## src/rtl/rtpfu_pkg.sv

```systemverilog
// shared types, constants and codes for the h.264 fu-a depacketizer control unit
package rtpfu_pkg;

    // fixed port widths
    localparam int SEQ_W   = 16;
    localparam int TS_W    = 32;
    localparam int LEN_W   = 16;
    localparam int BYTE_W  = 8;

    // default for the number of length bits actually used
    localparam int LENGTH_BITS_DEF = 16;

    // nal unit types of interest
    localparam logic [4:0] NAL_IDR  = 5'd5;
    localparam logic [4:0] NAL_SPS  = 5'd7;
    localparam logic [4:0] NAL_PPS  = 5'd8;
    localparam logic [4:0] NAL_STAP = 5'd24;
    localparam logic [4:0] NAL_FU_A = 5'd28;

    // nal header masks
    localparam logic [7:0] NRI_MASK  = 8'hE0;
    localparam logic [7:0] TYPE_MASK = 8'h1F;

    // fu header bit positions
    localparam int FU_S_BIT = 7;
    localparam int FU_E_BIT = 6;

    typedef enum logic [2:0] {
        ACT_NONE    = 3'd0,
        ACT_DISCARD = 3'd1,
        ACT_APPEND  = 3'd2,
        ACT_START   = 3'd3,
        ACT_EMIT    = 3'd4,
        ACT_EMPTY   = 3'd5,
        ACT_SPS     = 3'd6,
        ACT_PPS     = 3'd7
    } action_t;

    typedef enum logic [1:0] {
        FT_GENERIC = 2'd0,
        FT_P       = 2'd1,
        FT_I       = 2'd2
    } frame_type_t;

    // one packet descriptor
    typedef struct packed {
        logic [SEQ_W-1:0]  seq_number;
        logic              marker;
        logic [TS_W-1:0]   rtp_timestamp;
        logic [LEN_W-1:0]  payload_length;
        logic [LEN_W-1:0]  extension_length;
        logic [BYTE_W-1:0] first_byte;
        logic [BYTE_W-1:0] second_byte;
    } pkt_t;

    // one decision result
    typedef struct packed {
        action_t           action;
        logic              insert_param_sets;
        logic [BYTE_W-1:0] nal_header;
        logic [LEN_W-1:0]  data_offset;
        logic [LEN_W-1:0]  data_length;
        frame_type_t       frame_type;
        logic [TS_W-1:0]   frame_timestamp;
        logic [LEN_W-1:0]  extension_out;
    } res_t;

    // handshake between the input stage and the decision/output side
    typedef struct packed {
        logic valid;
        logic advance;
    } stage_ctl_t;

endpackage

```

## src/rtl/rtp_h264_fu_a_depacketizer_control_unit.sv

```systemverilog
// top level of the h.264 fu-a depacketizer control unit
//
//  channel   dir  ports                              item
//  s_        in   s_valid / s_ready + 7 fields       one rtp packet descriptor
//  m_        out  m_valid / m_ready + 8 fields       one reassembly action
//
// every packet gives exactly one result; m_valid rises as it enters the result register
// one packet per cycle is sustained while m_ready stays high; the path is input register,
// decision logic, result register, with state updated as a packet leaves the input register
// reset (aresetn low at a clock edge) empties both registers and clears tracking state
// a stalled m_ready holds the result; an empty input register still takes one more transfer
module rtp_h264_fu_a_depacketizer_control_unit #(
    parameter int LENGTH_BITS = rtpfu_pkg::LENGTH_BITS_DEF
) (
    input  logic                          aclk,
    input  logic                          aresetn,
    input  logic                          s_valid,
    output logic                          s_ready,
    input  logic [rtpfu_pkg::SEQ_W-1:0]   s_seq_number,
    input  logic                          s_marker,
    input  logic [rtpfu_pkg::TS_W-1:0]    s_rtp_timestamp,
    input  logic [rtpfu_pkg::LEN_W-1:0]   s_payload_length,
    input  logic [rtpfu_pkg::LEN_W-1:0]   s_extension_length,
    input  logic [rtpfu_pkg::BYTE_W-1:0]  s_first_byte,
    input  logic [rtpfu_pkg::BYTE_W-1:0]  s_second_byte,
    output logic                          m_valid,
    input  logic                          m_ready,
    output logic [2:0]                    m_action,
    output logic                          m_insert_param_sets,
    output logic [rtpfu_pkg::BYTE_W-1:0]  m_nal_header,
    output logic [rtpfu_pkg::LEN_W-1:0]   m_data_offset,
    output logic [rtpfu_pkg::LEN_W-1:0]   m_data_length,
    output logic [1:0]                    m_frame_type,
    output logic [rtpfu_pkg::TS_W-1:0]    m_frame_timestamp,
    output logic [rtpfu_pkg::LEN_W-1:0]   m_extension_out
);
    import rtpfu_pkg::*;

    pkt_t       s_pkt;
    pkt_t       pkt;
    res_t       res;
    res_t       res_reg;
    logic       out_valid_reg;
    stage_ctl_t ctl;

    // gather input ports
    assign s_pkt.seq_number       = s_seq_number;
    assign s_pkt.marker           = s_marker;
    assign s_pkt.rtp_timestamp    = s_rtp_timestamp;
    assign s_pkt.payload_length   = s_payload_length;
    assign s_pkt.extension_length = s_extension_length;
    assign s_pkt.first_byte       = s_first_byte;
    assign s_pkt.second_byte      = s_second_byte;

    // move a packet on when the result register is free or being drained
    assign ctl.advance = ctl.valid && (!out_valid_reg || m_ready);

    rtpfu_in_stage u_in_stage (
        .aclk      (aclk),
        .aresetn   (aresetn),
        .s_valid   (s_valid),
        .s_ready   (s_ready),
        .s_pkt     (s_pkt),
        .advance   (ctl.advance),
        .pkt_valid (ctl.valid),
        .pkt       (pkt)
    );

    rtpfu_decide #(
        .LENGTH_BITS (LENGTH_BITS)
    ) u_decide (
        .aclk    (aclk),
        .aresetn (aresetn),
        .fire    (ctl.advance),
        .pkt     (pkt),
        .res     (res)
    );

    // result valid flag
    always_ff @(posedge aclk) begin
        if (!aresetn) begin
            out_valid_reg <= 1'b0;
        end else if (ctl.advance) begin
            out_valid_reg <= 1'b1;
        end else if (m_ready) begin
            out_valid_reg <= 1'b0;
        end
    end

    // result payload register
    always_ff @(posedge aclk) begin
        if (ctl.advance) begin
            res_reg <= res;
        end
    end

    // drive output ports
    assign m_valid             = out_valid_reg;
    assign m_action            = res_reg.action;
    assign m_insert_param_sets = res_reg.insert_param_sets;
    assign m_nal_header        = res_reg.nal_header;
    assign m_data_offset       = res_reg.data_offset;
    assign m_data_length       = res_reg.data_length;
    assign m_frame_type        = res_reg.frame_type;
    assign m_frame_timestamp   = res_reg.frame_timestamp;
    assign m_extension_out     = res_reg.extension_out;

endmodule

```

## src/rtl/rtpfu_in_stage.sv

```systemverilog
// input register stage for packet descriptors
module rtpfu_in_stage (
    input  logic            aclk,
    input  logic            aresetn,
    input  logic            s_valid,
    output logic            s_ready,
    input  rtpfu_pkg::pkt_t s_pkt,
    input  logic            advance,
    output logic            pkt_valid,
    output rtpfu_pkg::pkt_t pkt
);
    import rtpfu_pkg::*;

    logic valid_reg;
    pkt_t pkt_reg;

    // take a new transfer when empty or when the held item moves on
    assign s_ready   = !valid_reg || advance;
    assign pkt_valid = valid_reg;
    assign pkt       = pkt_reg;

    // valid flag
    always_ff @(posedge aclk) begin
        if (!aresetn) begin
            valid_reg <= 1'b0;
        end else if (s_ready) begin
            valid_reg <= s_valid;
        end
    end

    // payload register
    always_ff @(posedge aclk) begin
        if (s_valid && s_ready) begin
            pkt_reg <= s_pkt;
        end
    end

endmodule

```

## src/rtl/rtpfu_decide.sv

```systemverilog
// loss tracking state and per-packet reassembly decision
module rtpfu_decide #(
    parameter int LENGTH_BITS = rtpfu_pkg::LENGTH_BITS_DEF
) (
    input  logic            aclk,
    input  logic            aresetn,
    input  logic            fire,
    input  rtpfu_pkg::pkt_t pkt,
    output rtpfu_pkg::res_t res
);
    import rtpfu_pkg::*;

    localparam int LB = LENGTH_BITS;
    localparam logic [LB-1:0] LEN_MAX = {LB{1'b1}};

    logic [SEQ_W-1:0] last_seq_reg;
    logic             have_last_seq_reg;
    logic             dropping_reg;
    logic             waiting_reg;
    logic             receiving_reg;
    frame_type_t      cur_ft_reg;

    logic             dropping_next;
    logic             waiting_next;
    logic             receiving_next;
    frame_type_t      cur_ft_next;

    logic [LB-1:0]    plen;
    logic [LB-1:0]    elen;
    logic [LB-1:0]    ext;
    logic [LB-1:0]    rem;
    logic [LB-1:0]    dlen;
    logic [LB:0]      off_sum;
    logic [LB-1:0]    doff;
    logic [4:0]       nal_type;
    logic [4:0]       fu_type;
    logic             fu_s;
    logic             fu_e;
    logic             gap;
    logic             drop_now;
    logic             wait_now;

    // length fields, trimmed to the used width
    assign plen    = pkt.payload_length[LB-1:0];
    assign elen    = pkt.extension_length[LB-1:0];
    assign ext     = (elen < plen) ? elen : plen;
    assign rem     = (plen > elen) ? (plen - elen) : '0;
    assign dlen    = (rem > LB'(2)) ? (rem - LB'(2)) : '0;
    assign off_sum = {1'b0, ext} + (LB+1)'(2);
    assign doff    = off_sum[LB] ? LEN_MAX : off_sum[LB-1:0];

    // header fields
    assign nal_type = pkt.first_byte[4:0];
    assign fu_type  = pkt.second_byte[4:0];
    assign fu_s     = pkt.second_byte[FU_S_BIT];
    assign fu_e     = pkt.second_byte[FU_E_BIT];

    // forward gap test, no wrap handling
    assign gap      = have_last_seq_reg &&
                      (({1'b0, last_seq_reg} + (SEQ_W+1)'(1)) < {1'b0, pkt.seq_number});
    assign drop_now = dropping_reg || gap;
    assign wait_now = waiting_reg || (gap && receiving_reg);

    // decision and next state
    always_comb begin
        res                 = '0;
        res.action          = ACT_NONE;
        res.frame_type      = FT_GENERIC;
        res.extension_out   = LEN_W'(ext);
        dropping_next       = drop_now;
        waiting_next        = wait_now;
        receiving_next      = receiving_reg;
        cur_ft_next         = cur_ft_reg;

        if (rem == '0) begin
            if (pkt.marker) begin
                res.action          = ACT_EMPTY;
                res.frame_timestamp = pkt.rtp_timestamp;
            end
        end else begin
            unique case (nal_type) inside
                [5'd1:5'd23]: begin
                    if (nal_type == NAL_IDR || nal_type == NAL_SPS || nal_type == NAL_PPS) begin
                        cur_ft_next = FT_I;
                    end else begin
                        cur_ft_next = FT_P;
                    end
                    if (nal_type == NAL_SPS || nal_type == NAL_PPS) begin
                        res.action      = (nal_type == NAL_SPS) ? ACT_SPS : ACT_PPS;
                        res.data_offset = LEN_W'(ext);
                        res.data_length = LEN_W'(rem);
                    end
                end
                NAL_FU_A: begin
                    if (fu_s) begin
                        dropping_next = 1'b0;
                        cur_ft_next   = FT_P;
                        if (fu_type == NAL_IDR || fu_type == NAL_SPS) begin
                            cur_ft_next           = FT_I;
                            waiting_next          = 1'b0;
                            receiving_next        = 1'b1;
                            res.insert_param_sets = 1'b1;
                        end
                        res.action      = ACT_START;
                        res.nal_header  = (pkt.first_byte & NRI_MASK) | {3'b000, fu_type};
                        res.data_offset = LEN_W'(doff);
                        res.data_length = LEN_W'(dlen);
                    end else if (drop_now || wait_now) begin
                        res.action = ACT_DISCARD;
                    end else begin
                        res.data_offset = LEN_W'(doff);
                        res.data_length = LEN_W'(dlen);
                        if (pkt.marker || fu_e) begin
                            res.action          = ACT_EMIT;
                            res.frame_type      = cur_ft_reg;
                            res.frame_timestamp = pkt.rtp_timestamp;
                        end else begin
                            res.action = ACT_APPEND;
                        end
                    end
                end
                default: begin
                    // reserved, aggregation and other fragment types are ignored
                end
            endcase
        end
    end

    // tracking state, updated once per processed packet
    always_ff @(posedge aclk) begin
        if (!aresetn) begin
            last_seq_reg      <= '0;
            have_last_seq_reg <= 1'b0;
            dropping_reg      <= 1'b0;
            waiting_reg       <= 1'b0;
            receiving_reg     <= 1'b0;
            cur_ft_reg        <= FT_GENERIC;
        end else if (fire) begin
            last_seq_reg      <= pkt.seq_number;
            have_last_seq_reg <= 1'b1;
            dropping_reg      <= dropping_next;
            waiting_reg       <= waiting_next;
            receiving_reg     <= receiving_next;
            cur_ft_reg        <= cur_ft_next;
        end
    end

endmodule

```

## config.mk

```make
export PLATFORM = sky130hd
export DESIGN_NAME = rtp_h264_fu_a_depacketizer_control_unit
export DESIGN_NICKNAME = d
export VERILOG_FILES = /design/src/rtl/rtpfu_pkg.sv /design/src/rtl/rtp_h264_fu_a_depacketizer_control_unit.sv /design/src/rtl/rtpfu_in_stage.sv /design/src/rtl/rtpfu_decide.sv
export SDC_FILE = /design/constraint.sdc
export NUM_CORES = 1
export LEC_CHECK = 0
export BUFFER_PORTS_ARGS = -buffer_cell sky130_fd_sc_hd__buf_4
export CAP_MARGIN = 20
export CORE_ASPECT_RATIO = 0.8
export CORE_UTILIZATION = 45
export DETAILED_ROUTE_END_ITERATION = 6
export PLACE_DENSITY = 0.7
export SLEW_MARGIN = 15
export SYNTH_ARGS = -nofsm -noshare
export SYNTH_HDL_FRONTEND = slang
export SYNTH_HIERARCHICAL = 1
export SYNTH_SLANG_ARGS = --single-unit
```

## constraint.sdc

```tcl
create_clock -name aclk -period 10.3 [get_ports aclk]
set_input_delay 1.545 -clock aclk [delete_from_list [all_inputs] [get_ports aclk]]
set_output_delay 1.545 -clock aclk [all_outputs]
set_load 0.05 [all_outputs]
```

# After elaboration in Yosys (flattened, before gate mapping)
# Index checks and enable logic that the tools add are counted.
[word_totals]
out_inout_bits = 96
inputBits = 101
wordCells = 104
regBits = 215
[classes]
n_bitwise = 5
n_eq_ne = 7
magnitude_cmp = 6
addsub = 4
n_reduce_logical = 24
mux = 35
[op_table]
columns = ["op", "count"]
rows = [
  ["2-to-1 mux 32 bit", 6],
  ["2-to-1 mux 66 bit", 1],
  ["2-to-1 mux 16 bit", 4],
  ["one-hot mux 32 bit (2 select lines)", 1],
  ["2-to-1 mux 34 bit", 1],
  ["== test 5 x 3 -> 1 bit, second input constant", 4],
  ["2-to-1 mux 3 bit", 6],
  ["adder 16 x 1 -> 17 bit, second input constant", 1],
  ["adder 16 x 2 -> 17 bit, second input constant", 1],
  ["< comparator 17 x 16 -> 1 bit", 1],
  ["> comparator 16 bit", 1],
  ["> comparator 16 x 2 -> 1 bit, second input constant", 1],
  ["logical NOT 16 bit", 1],
  ["< comparator 16 bit", 1],
  ["subtractor 16 bit", 1],
  ["subtractor 16 x 2 -> 16 bit, second input constant", 1],
  ["2-to-1 mux 1 bit", 11],
  ["logical OR 1 bit", 10],
  ["OR 8 x 5 -> 8 bit", 1],
  ["2-to-1 mux 2 bit", 3],
  ["one-hot mux 3 bit (2 select lines)", 1],
  ["== test 5 x 4 -> 1 bit, second input constant", 1],
  ["== test 5 bit, second input constant", 1],
  ["greater-or-equal comparator 5 x 1 -> 1 bit, second input constant", 1],
  ["other kinds (11)", 20],
]

# Depth between registers and ports, before layout
[logic_depth]
ltp_word = 10
depth_mapped = 17
depth_no_buf = 15

# Hierarchy
# The synthesis kept the hierarchy.
[by_module_without_submodules]
columns = ["module", "cells_each", "n_inst", "area_each_um2"]
rows = [
  ["rtpfu_decide", 666, 1, 4451.8],
  ["rtpfu_in_stage", 102, 1, 2970.3],
  ["rtp_h264_fu_a_depacketizer_control_unit", 98, 1, 2870.3],
]

# Worst setup path after synthesis
# No wires, ideal clock.
[synth_path]
path_kind = "input -> output"
startpoint = "input m_ready"
endpoint = "output s_ready"
slack_ns = 1.969
path_stages = 3
t_arrival_ns = 6.786
cell_sequence = "nor2b_4 -> nor2b_1 -> nand2b_4"
[synth_lines]
columns = ["element", "line", "rtl"]
rows = [
  ["start: declaration", "rtp_h264_fu_a_depacketizer_control_unit.sv:27", "input logic m_ready,"],
  ["end: declaration", "rtp_h264_fu_a_depacketizer_control_unit.sv:18", "output logic s_ready,"],
]

==> Implementation_results.wiki <==
{| class="wikitable"
! Metric !! Value
|-
| Starting Density || 45.7%
|-
| Global routing usage summed across all routing layers || 20.5%
|-
| Switching power share of the total || 28.1%
|-
| Area of the core || 22400 um^2
|-
| Maximum root-to-sink buffer count || 3
|-
| X dimension of the die || 171 um
|-
| Tightest Pin Transition || 0.846 ns
|-
| Portion of total power attributed to combinational logic || 19.3%
|-
| Hold path startpoint || u_decide/cur_ft_reg[1]
|-
| Buffer type at the clock tree root || sky130_fd_sc_hd__clkbuf_16
|-
| Clock tree from TritonCTS || yes
|-
| Met1 global-route usage || 30.9%
|-
| Power dissipated by switching net loads || 0.659 mW
|-
| Post-CTS setup buffer count || 0
|-
| Most Used Layer, Global Route || met1
|-
| Internal power component || 1.68 mW
|-
| Vias in the first global route || 6757
|-
| Skew-Pair Late Insertion Delay || 0.51 ns
|-
| Slew Limit Headroom || 43.6%
|-
| Total of hold buffers inserted after clock tree synthesis || 0
|-
| Total congestion overflow after global routing || 0
|-
| Antenna Diode Count || 0
|-
| Setup violations, final || 0
|-
| H-Tree Level Count || 1
|-
| I/O pins || 197
|-
| Placer Congestion || 0.919
|-
| Cell area after technology mapping || 10300 um^2
|-
| Startpoint types || flip-flop
|-
| Grt met2 use || 29.7%
|-
| Utilization after layout || 57.1%
|-
| Reg clk slew, reported paths || 0.06 ns
|-
| Pre-CTS setup slack || 5.81 ns
|-
| Post-Route Skew || 0.00809 ns
|-
| Number of antenna violations at the first check in global routing || 0
|-
| Min setup slack post-route || 5.80 ns
|-
| Area of the die || 23400 um^2
|-
| P&R area growth vs syn || 24.9%
|-
| Required time at the endpoint of the critical path || 10.67 ns
|-
| Via total after detailed routing || 7453
|-
| Bufs and invs on worst path || 1
|-
| Depth of the worst register-to-register path || 16
|-
| Die boundary height || 137 um
|-
| Reg-to-Reg End || m_frame_timestamp[20]
|-
| Post-DR wirelength/cell || 17.6 um
|-
| Per-instance average area after synthesis || 11.9 um^2
|-
| Largest register FFs || 96
|-
| Slew Viols, Final || 0
|-
| Cell Count Post-Placement || 1341
|-
| Worst endpoint data arrival time || 4.87 ns
|-
| Largest net degree at the start of global routing || 67
|-
| Final TNS setup || 0 ns
|-
| Met3 layer usage reported by global route || 3.76%
|-
| Commonest cells after routing, fill and taps aside || sky130_fd_sc_hd__buf_4, sky130_fd_sc_hd__edfxtp_1, sky130_fd_sc_hd__nand2_1, sky130_fd_sc_hd__nor2_1
|-
| Routed WL || 24400 um
|-
| CP Capture Type || flip-flop
|-
| Synth Net Count || 1001
|-
| Critical path cell sequence || ha_1 > nand3_1 > nor4_1 > nand3_1 > xnor2_1 > ha_1 > nand4_1 > o21bai_1 > nand3_1 > o31ai_1 > nor2_1 > nor4_1 > nand2_1 > a221oi_2 > buf_4 > and2_1
|-
| Count of final hold-check violations || 0
|-
| Post-synthesis instance total || 865
|-
| Depth of the worst hold-timing path || 2
|-
| Largest stage delay, worst path || 0.58 ns
|-
| Peak fanout along the critical path || 32
|-
| Setup Crit Path Kind || flip-flop to flip-flop
|-
| Worst path depth || 16
|-
| Status || completed
|-
| Number of sinks on the clock net || 214
|-
| CP max stage cell || sky130_fd_sc_hd__nor4_1
|-
| Final-stage net count || 1196
|-
| HP Class || flip-flop to flip-flop
|-
| Period utilisation layout || 43.7%
|-
| Wire length of the first global-routing pass || 37000 um
|-
| Num CTS Buffers || 23
|-
| Residual DRC count || 0
|-
| Most common cell after layout, fill and taps aside || sky130_fd_sc_hd__buf_4
|-
| CTS-repair resized insts || 0
|-
| Remaining number of nets flagged by the antenna check after routing || 0
|-
| Total leakage power || 5.09 nW
|-
| Clk pwr share || 36.0%
|-
| Number of DRC markers after the initial detailed-route iteration || 637
|-
| Count of TritonRoute iterations in the first routing pass || 5
|-
| Half-perimeter wire length after detailed placement || 17300 um
|-
| Shortest period the worst path allows || 4.50 ns
|-
| Startpoint of the most critical register-to-register path || u_decide/last_seq_reg[0]
|-
| Max-Cap Viols || 0
|-
| Cell family contributing the most delay on the critical path || simple AND/OR/NAND/NOR gates
|-
| Count of port buffers added during placement || 195
|-
| Most frequent cell on the critical path || sky130_fd_sc_hd__nand3_1
|-
| Pwr/cell area || 183 nW/um^2
|-
| Number of non-filler instances in the completed layout || 1383
|-
| Endpoint with the worst hold slack || u_decide/cur_ft_reg[1]
|-
| Setup repair after global routing missed its margin || no
|-
| Via density per instance || 5.39
|-
| Max Fclk || 0.222 GHz
|-
| Worst reg-to-reg setup slack || 5.80 ns
|-
| Total power consumption of the routed design || 2.34 mW
|-
| Sequential cell fraction of total power || 44.7%
|-
| Number of warnings reported in the yosys synthesis log || 6
|-
| Peak supply drop || 0.0987 mV
|-
| Layout cells sized above 1 || 24.4%
|-
| Floorplan row count || 49
|}
==> power groups by stage <==
stage                     combinational, mW  sequential (mW)  clock (mW)
after floorplan                       0.211             1.16           0
after global placement                0.443             1.06           0
after detailed placement              0.448             1.06           0
after CTS                             0.451             1.05       0.864
after global routing                  0.488             1.05       0.893
final                                 0.451             1.05       0.843
==> tightest hold or removal path: stages (launching register included) <==
cell and delay [ns]:
sky130_fd_sc_hd__dfxtp_1 0.30, sky130_fd_sc_hd__a21oi_1 0.11, sky130_fd_sc_hd__nor3_1 0.06
==> per-stage QoR <==
step,cell area [um^2],hold slack (ns)
floorplan,10300,0.435
global placement,12000,0.451
detailed placement,12000,0.487
CTS,12800,0.515
global route,12800,0.527
finish,12800,0.512
==> per-layer routing <==
layer / vias up / wire length, um
met5: - / 0
li1: 3612 / -
met1: 3477 / 11600
met4: 0 / 554
met2: 328 / 10200
met3: 36 / 2010
==> how the worst max path moves through the flow <==
| stage | from | end | slack [ns] |
|---|---|---|---|
| 3_5_place_dp | u_in_stage/pkt[17] | m_data_length[0] | 5.81 |
| 6_report | u_decide/last_seq_reg[0] | m_frame_timestamp[20] | 5.80 |
| 2_1_floorplan | m_ready | s_ready | 1.97 |
| 5_1_grt | u_in_stage/pkt[35] | m_data_length[0] | 5.30 |
| 3_3_place_gp | u_in_stage/pkt[17] | m_data_length[0] | 5.86 |
| 4_1_cts | u_in_stage/pkt[17] | m_data_length[0] | 5.82 |
==> area by class of cell <==
cell class | count | area (um^2)
sequential | 214 | 6190
clock inverter | 16 | 189
multi-input combinational | 570 | 3760
clock buffer | 26 | 587
timing repair buffer | 205 | 1540
fill | 1920 | 9620
tap | 306 | 383
inverter | 46 | 173
Power figures use the tool's default switching activity.
